File: config.mk
export PLATFORM = sky130hd
export DESIGN_NAME = lifo_stack_engine
export DESIGN_NICKNAME = d
export VERILOG_FILES = /design/src/sv/lse_pkg.sv /design/src/sv/lifo_stack_engine.sv /design/src/sv/lse_ram.sv /design/src/sv/lse_ctrl.sv /design/src/sv/lse_dp.sv
export SDC_FILE = /design/constraint.sdc
export NUM_CORES = 2
export LEC_CHECK = 0
export ABC_AREA = 1
export BUFFER_PORTS_ARGS = -buffer_cell sky130_fd_sc_hd__buf_2
export CAP_MARGIN = 10
export CORE_MARGIN = 2
export CORE_UTILIZATION = 44
export DETAILED_ROUTE_END_ITERATION = 12
export PLACE_DENSITY = 0.63
export RECOVER_POWER = 25
export SLEW_MARGIN = 20
export SYNTH_ARGS = -nofsm -noshare
export SYNTH_HDL_FRONTEND = slang
export SYNTH_SLANG_ARGS = --single-unit
export TNS_END_PERCENT = 10
File: constraint.sdc
create_clock -name clk -period 6.32 [get_ports clk]
set_input_delay 0.632 -clock clk [delete_from_list [all_inputs] [get_ports clk]]
set_output_delay 0.632 -clock clk [all_outputs]
set_load 0.01 [all_outputs]
File: src/sv/lse_pkg.sv
`default_nettype none

package lse_pkg;

  localparam int DATA_W = 32;
  localparam int CNT_W  = 7;
  localparam int SLOT_W = 6;

  localparam logic [1:0] CMD_PUSH = 2'd0;
  localparam logic [1:0] CMD_POP  = 2'd1;
  localparam logic [1:0] CMD_PEEK = 2'd2;
  localparam logic [1:0] CMD_DUMP = 2'd3;

  localparam logic [1:0] ST_OK       = 2'd0;
  localparam logic [1:0] ST_OVERFLOW = 2'd1;
  localparam logic [1:0] ST_EMPTY    = 2'd2;

  localparam logic [CNT_W-1:0] CAP_RESET = 7'd64;

  typedef struct packed {
    logic [1:0]               command;
    logic signed [DATA_W-1:0] push_value;
  } lse_req_t;

  typedef struct packed {
    logic [1:0]               status;
    logic signed [DATA_W-1:0] value;
    logic [SLOT_W-1:0]        slot_index;
    logic [CNT_W-1:0]         entry_count;
    logic                     last;
  } lse_res_t;

  typedef struct packed {
    logic accept;
    logic step;
  } lse_ctl_t;

  typedef struct packed {
    logic last;
  } lse_sts_t;

endpackage

`default_nettype wire

File: src/sv/lifo_stack_engine.sv
// Bounded LIFO of signed 32-bit words. A command is taken when start is high
// and busy is low; busy then stays high until the last result of that command
// has been shown. Every result appears on result for one cycle with
// result_valid high and must be captured then, as it cannot be held off.
// Push, pop and peek give one result in the cycle after the command is taken;
// busy stays high while that result is shown. A dump of n entries gives n
// results in consecutive cycles, top to bottom, each read through the single
// read port of the stack RAM. Errors (overflow, empty) give one result.
// The user must write capacity through cfg_valid/cfg_data only while the engine
// is idle; the block does not enforce this. cfg_ready is always high.
`default_nettype none

module lifo_stack_engine
  import lse_pkg::*;
#(
  parameter int DEPTH = 64
) (
  input  wire logic             clk,
  input  wire logic             rst,
  input  wire logic             start,
  output logic                  busy,
  input  wire lse_req_t         request,
  output logic                  result_valid,
  output lse_res_t              result,
  input  wire logic             cfg_valid,
  output logic                  cfg_ready,
  input  wire logic [CNT_W-1:0] cfg_data
);

  lse_ctl_t ctl;
  lse_sts_t sts;

  assign cfg_ready = 1'b1;

  lse_ctrl u_ctrl (
    .clk          (clk),
    .rst          (rst),
    .start        (start),
    .sts          (sts),
    .busy         (busy),
    .result_valid (result_valid),
    .ctl          (ctl)
  );

  lse_dp #(
    .DEPTH (DEPTH)
  ) u_dp (
    .clk      (clk),
    .rst      (rst),
    .ctl      (ctl),
    .request  (request),
    .cfg_we   (cfg_valid && cfg_ready),
    .cfg_data (cfg_data),
    .sts      (sts),
    .result   (result)
  );

endmodule

`default_nettype wire

File: src/sv/lse_ram.sv
`default_nettype none

module lse_ram #(
  parameter int WIDTH = 32,
  parameter int DEPTH = 64
) (
  input  wire logic                                   clk,
  input  wire logic                                   we,
  input  wire logic [((DEPTH > 1) ? $clog2(DEPTH) : 1)-1:0] waddr,
  input  wire logic [WIDTH-1:0]                       wdata,
  input  wire logic [((DEPTH > 1) ? $clog2(DEPTH) : 1)-1:0] raddr,
  output logic      [WIDTH-1:0]                       rdata
);

  logic [WIDTH-1:0] mem [DEPTH];

  always_ff @(posedge clk) begin
    if (we) begin
      mem[waddr] <= wdata;
    end
    rdata <= mem[raddr];
  end

endmodule

`default_nettype wire

File: src/sv/lse_ctrl.sv
`default_nettype none

module lse_ctrl
  import lse_pkg::*;
(
  input  wire logic     clk,
  input  wire logic     rst,
  input  wire logic     start,
  input  wire lse_sts_t sts,
  output logic          busy,
  output logic          result_valid,
  output lse_ctl_t      ctl
);

  localparam logic S_IDLE = 1'b0;
  localparam logic S_OUT  = 1'b1;

  logic state;
  logic state_next;

  always_comb begin
    state_next   = state;
    ctl.accept   = 1'b0;
    ctl.step     = 1'b0;
    busy         = 1'b1;
    result_valid = 1'b0;
    case (state)
      S_IDLE: begin
        busy = 1'b0;
        if (start) begin
          ctl.accept = 1'b1;
          state_next = S_OUT;
        end
      end
      S_OUT: begin
        result_valid = 1'b1;
        if (sts.last) begin
          state_next = S_IDLE;
        end else begin
          ctl.step = 1'b1;
        end
      end
      default: begin
        state_next = S_IDLE;
      end
    endcase
  end

  always_ff @(posedge clk) begin
    if (rst) begin
      state <= S_IDLE;
    end else begin
      state <= state_next;
    end
  end

endmodule

`default_nettype wire

File: src/sv/lse_dp.sv
`default_nettype none

module lse_dp
  import lse_pkg::*;
#(
  parameter int DEPTH = 64
) (
  input  wire logic             clk,
  input  wire logic             rst,
  input  wire lse_ctl_t         ctl,
  input  wire lse_req_t         request,
  input  wire logic             cfg_we,
  input  wire logic [CNT_W-1:0] cfg_data,
  output lse_sts_t              sts,
  output lse_res_t              result
);

  localparam int AW = (DEPTH > 1) ? $clog2(DEPTH) : 1;
  localparam logic [CNT_W-1:0] DEPTH_C = CNT_W'(DEPTH);

  logic [CNT_W-1:0]  capacity;
  logic [CNT_W-1:0]  count;
  logic [CNT_W-1:0]  count_next;
  logic [1:0]        op;
  logic [1:0]        status;
  logic [1:0]        status_next;
  logic [DATA_W-1:0] word;
  logic [DATA_W-1:0] word_next;
  logic [AW-1:0]     slot;
  logic [AW-1:0]     slot_next;
  logic [CNT_W-1:0]  rep_cnt;
  logic [CNT_W-1:0]  rep_cnt_next;
  logic              use_ram;
  logic              use_ram_next;

  logic [CNT_W-1:0]  eff_limit;
  logic              full;
  logic              empty;
  logic              push_ok;
  logic              pop_ok;
  logic [AW-1:0]     raddr;
  logic [DATA_W-1:0] rdata;

  assign eff_limit = (capacity > DEPTH_C) ? DEPTH_C : capacity;
  assign full      = (count >= eff_limit);
  assign empty     = (count == '0);
  assign push_ok   = ctl.accept && (request.command == CMD_PUSH) && !full;
  assign pop_ok    = ctl.accept && (request.command == CMD_POP) && !empty;
  assign raddr     = ctl.step ? (slot - AW'(1)) : AW'(count - CNT_W'(1));

  always_comb begin
    count_next = count;
    if (push_ok) begin
      count_next = count + CNT_W'(1);
    end else if (pop_ok) begin
      count_next = count - CNT_W'(1);
    end
  end

  always_comb begin
    status_next  = ST_OK;
    word_next    = '0;
    slot_next    = AW'(count - CNT_W'(1));
    rep_cnt_next = count;
    use_ram_next = 1'b1;
    if (request.command == CMD_PUSH) begin
      use_ram_next = 1'b0;
      if (full) begin
        status_next = ST_OVERFLOW;
        slot_next   = '0;
      end else begin
        word_next    = request.push_value;
        slot_next    = AW'(count);
        rep_cnt_next = count + CNT_W'(1);
      end
    end else if (empty) begin
      status_next  = ST_EMPTY;
      slot_next    = '0;
      rep_cnt_next = '0;
      use_ram_next = 1'b0;
    end else if (request.command == CMD_POP) begin
      rep_cnt_next = count - CNT_W'(1);
    end
  end

  always_ff @(posedge clk) begin
    if (rst) begin
      count    <= '0;
      capacity <= CAP_RESET;
    end else begin
      count <= count_next;
      if (cfg_we) begin
        capacity <= cfg_data;
      end
    end
  end

  always_ff @(posedge clk) begin
    if (ctl.accept) begin
      op      <= request.command;
      status  <= status_next;
      word    <= word_next;
      slot    <= slot_next;
      rep_cnt <= rep_cnt_next;
      use_ram <= use_ram_next;
    end else if (ctl.step) begin
      slot <= slot - AW'(1);
    end
  end

  lse_ram #(
    .WIDTH (DATA_W),
    .DEPTH (DEPTH)
  ) u_ram (
    .clk   (clk),
    .we    (push_ok),
    .waddr (AW'(count)),
    .wdata (request.push_value),
    .raddr (raddr),
    .rdata (rdata)
  );

  assign sts.last = !((op == CMD_DUMP) && (status == ST_OK)) || (slot == '0);

  assign result.status      = status;
  assign result.value       = use_ram ? rdata : word;
  assign result.slot_index  = SLOT_W'(slot);
  assign result.entry_count = rep_cnt;
  assign result.last        = sts.last;

endmodule

`default_nettype wire

==> results.md <==
- # fillers: between 15000 and 20000
- Mapped cell area: 93700 sq um
- DR WL/cell: about 23 microns
- Sequential share of power: 0.435
- Hold/Removal Path Class: in2reg
- Total number of vias: between 60000 and 70000
- Ports: between 90 and 100
- Die width: 465 microns
- Later-pin clock latency in the skew report: a little under 0.9 ns
- GRT overflow: 0
- Crit-path max FO: just under 100
- Mean post-synth cell area: between 10 and 15 sq um
- Number of synthesized flops with an enable pin: 2098
- Final TNS setup: 0 ns
- Clk sinks: ~2100
- Hold depth: 2
- Cell count along the critical path: 14
- CP Buf/Inv Count: 2
- Max frequency: 222 MHz
- Crit-path cells: inv_1, ha_1, nand3_2, nand3_4, nand2_4, nand2_8, buf_4, nand2_1, nand3_1, nand3_1, nand3_1, nand3_1, nand3_1, nand2_1
- Starting DRT DRC Count: ~8000
- Crit path DAT: approximately 5.2 ns
- Pwr dens: 352 nW/um^2
- Post-route setup slack: around 1.8 ns
- Sequential area share after synthesis: 0.682
- XOR/XNOR Fraction of Synth Area: 0.00112
- RD Place Congestion: between 0.9 and 1
- Distinct cells, synth: 36
- Status: complete, but fails checks
- Crit path top cell by count: nand3_1
- Logic pwr share: 0.233
- Slew Limit Fails: approximately 1300
- Die area: approximately 220000 sq um
- Final setup vio count: 0
- Port buffer count: 94
- Slowest cell on crit path: nand2_8
- FF-to-FF path depth: 14
- Largest family of logic cells by synthesized area: simple AND/OR/NAND/NOR gates
- Routed Antenna Nets: 0
- Clock buffer depth: 3
- CP endpoint kind: flip-flop
- Worst Skew: 0.0536 ns
- Gate count of the mapped netlist: 9070
- PostCTS Resize Cnt: 0
- Area share of and/or/nand/nor cells after synthesis: 0.201
- Mux cell area share after synthesis: 0.00385
- Failing checks: capacitance limit, slew limit
- Drt via density: ~5.3
- Top FF cell, synth: edfxtp_1
- Complex-gate fraction of the synthesized area: 0.00423
- CTS root buffer: clkbuf_16
- RSZ-0062 raised after global routing: false
- Psw: between 0.01 and 0.015 W
- P_leak: about 44 nW
- Peak VDD IR: between 0.3 and 0.4 mV
- Starting density of the core: 0.442
- Part of the power in the clock network: 0.333
- Min cycle time layout: around 4.5 ns
- YS warnings: 0
- Final hold violations: 0
- Cell family with most CP delay: simple AND/OR/NAND/NOR gates
- CTS Buf Count: around 210
- Post-Route WL: between 200 and 300 mm
- Post-Synth Adder-Cell Area: 0.00160
- Startpoint Class: flip-flop
- Kind of critical path: reg2reg
- GRT Total Usage: 0.257
- Commonest non-fill, non-tap cell in the layout: nand2_1
- CTS tree: yes
- Period utilisation layout: 0.712
- 1st-pass router iterations: 6
- Worst-margin pin slew: 4.56 ns
- Row cnt: 169
- Asr flop ratio synth: 0
- Largest net degree at the start of global routing: 129
- Syn Nets: roughly 9100
- Clk slew on worst S/H paths: around 0.06 ns
- DP HPWL: 167 mm
- Die Span Y: between 400 and 500 microns
- Antenna violations before repair: 13
- Pint: 0.0248 W
- Synth Register Bits: 2145
- First-pass GRT wire length: 408 mm
- Proportion of layout cells with a drive suffix above 1: 0.0706
- Number of max-cap violations: 37
- Core Area: ~210000 sq um
- Vias in the first global route: 60500
- Place WS: about 1.9 ns
- Worst stage delay on the critical path: around 0.8 ns
- H-tree depth: 4
- Final Net Count: 9185
- Slew headroom: -2.04
- Synthesis-to-layout area growth: 11.7%
- Drc violations: 0
- Worst Path Required: 7.00 ns
- Commonest cells after routing, fill and taps aside: nand2_1 (2202), edfxtp_1 (2098), nand3_1 (1990), inv_1 (1983), clkbuf_16 (211)
- Net Sw Frac: 0.328
[routing by layer]
layer  track usage  vias to the layer above  part of all wire
met5             0                        -                 0
met4         0.142                        0             0.062
met3        0.0417                      595             0.084
met2         0.412                     2903              0.47
met1         0.336                    30900              0.39
li1              -                    29400                 -
[per-stage QoR]
stage / util / power (W) / hold slack (ns) / instance area, sq um / std cells
after floorplan: - / 0.0206 / 0.479 / 93700 / 9070
after global placement: 0.463 / 0.0246 / 0.525 / 98000 / 11700
after detailed placement: 0.463 / 0.0247 / 0.519 / 98100 / 11700
after CTS: 0.495 / 0.0368 / 0.00233 / 105000 / 12100
final: 0.494 / 0.0368 / 0.0446 / 105000 / 12100
after global routing: 0.494 / 0.0378 / 0.0404 / 105000 / 12100
[what timing repair did]
| action | in CTS | in global routing |
|---|---|---|
| hold buffers | 9 | 0 |
| hold endpoints to repair | 9 | 0 |
| setup buffers | 0 | 0 |
[power by group through the flow]
stage	registers (W)	clock network, W	logic [W]
final	0.0160	0.0123	0.00857
after global routing	0.0160	0.0129	0.00895
after CTS	0.0160	0.0123	0.00842
after detailed placement	0.0163	0	0.00838
after global placement	0.0163	0	0.00833
after floorplan	0.0162	0	0.00448
[cell usage after synthesis (14+ instances only)]
cell type / n / area (sq um)
nand2_1: 2204 / 8270
edfxtp_1: 2098 / 63000
nand3_1: 1995 / 9980
inv_1: 1984 / 7450
buf_2: 365 / 1830
nor2_1: 122 / 458
clkbuf_1: 52 / 195
dfxtp_1: 47 / 941
buf_4: 37 / 278
mux2_2: 32 / 360
o21ai_0: 24 / 120
a21oi_1: 14 / 70.1
[area by class of cell]
cell class	instances	area, sq um	area share
Multi-Input combinational cell	4465	20500	0.196
Timing Repair Buffer	317	2640	0.0252
Clock buffer	270	5540	0.0529
Clock inverter	112	1070	0.0102
Tap cell	2821	3530	0.0337
Inverter	1991	7490	0.0715
Sequential cell	2145	63900	0.611
Antenna cell	6	15.0	0.000143
[flip-flops by register name, indices dropped and copies added, names as in the netlist]
| name | cells |
|---|---|
| u_dp.op | 2 |
| u_dp.status | 2 |
| u_dp.slot | 6 |
| u_dp.u_ram.rdata | 32 |
| u_dp.capacity | 7 |
| u_ctrl.state | 1 |
| u_dp.rep_cnt | 7 |
| u_dp.count | 7 |
| u_dp.word | 32 |
| u_dp.u_ram.mem | 2048 |
| u_dp.use_ram | 1 |
[final timing paths]
check,startpoint,slack (ns),endpoint
max,u_dp.slot[0],1.82,u_dp.u_ram.rdata[16]
min,rst,0.04,u_ctrl.state
max reg2reg,u_dp.slot[0],1.82,u_dp.u_ram.rdata[16]
min reg2reg,u_dp.capacity[6],0.53,u_dp.capacity[6]
[logic make-up (layout without fill, tap and decap cells)]
group                      count (synthesis)  after routing
other                                      1              7
AOI/OAI and AO/OA                         63             63
buffers and inverters                   2460           2690
xor gates and xnor gates                  12             12
DFF                                     2145           2145
adders and majority gates                 12             12
and+or+nand+nor                         4345           4345
muxes                                     32             32
Note: power is estimated with default switching activity, not from simulation.
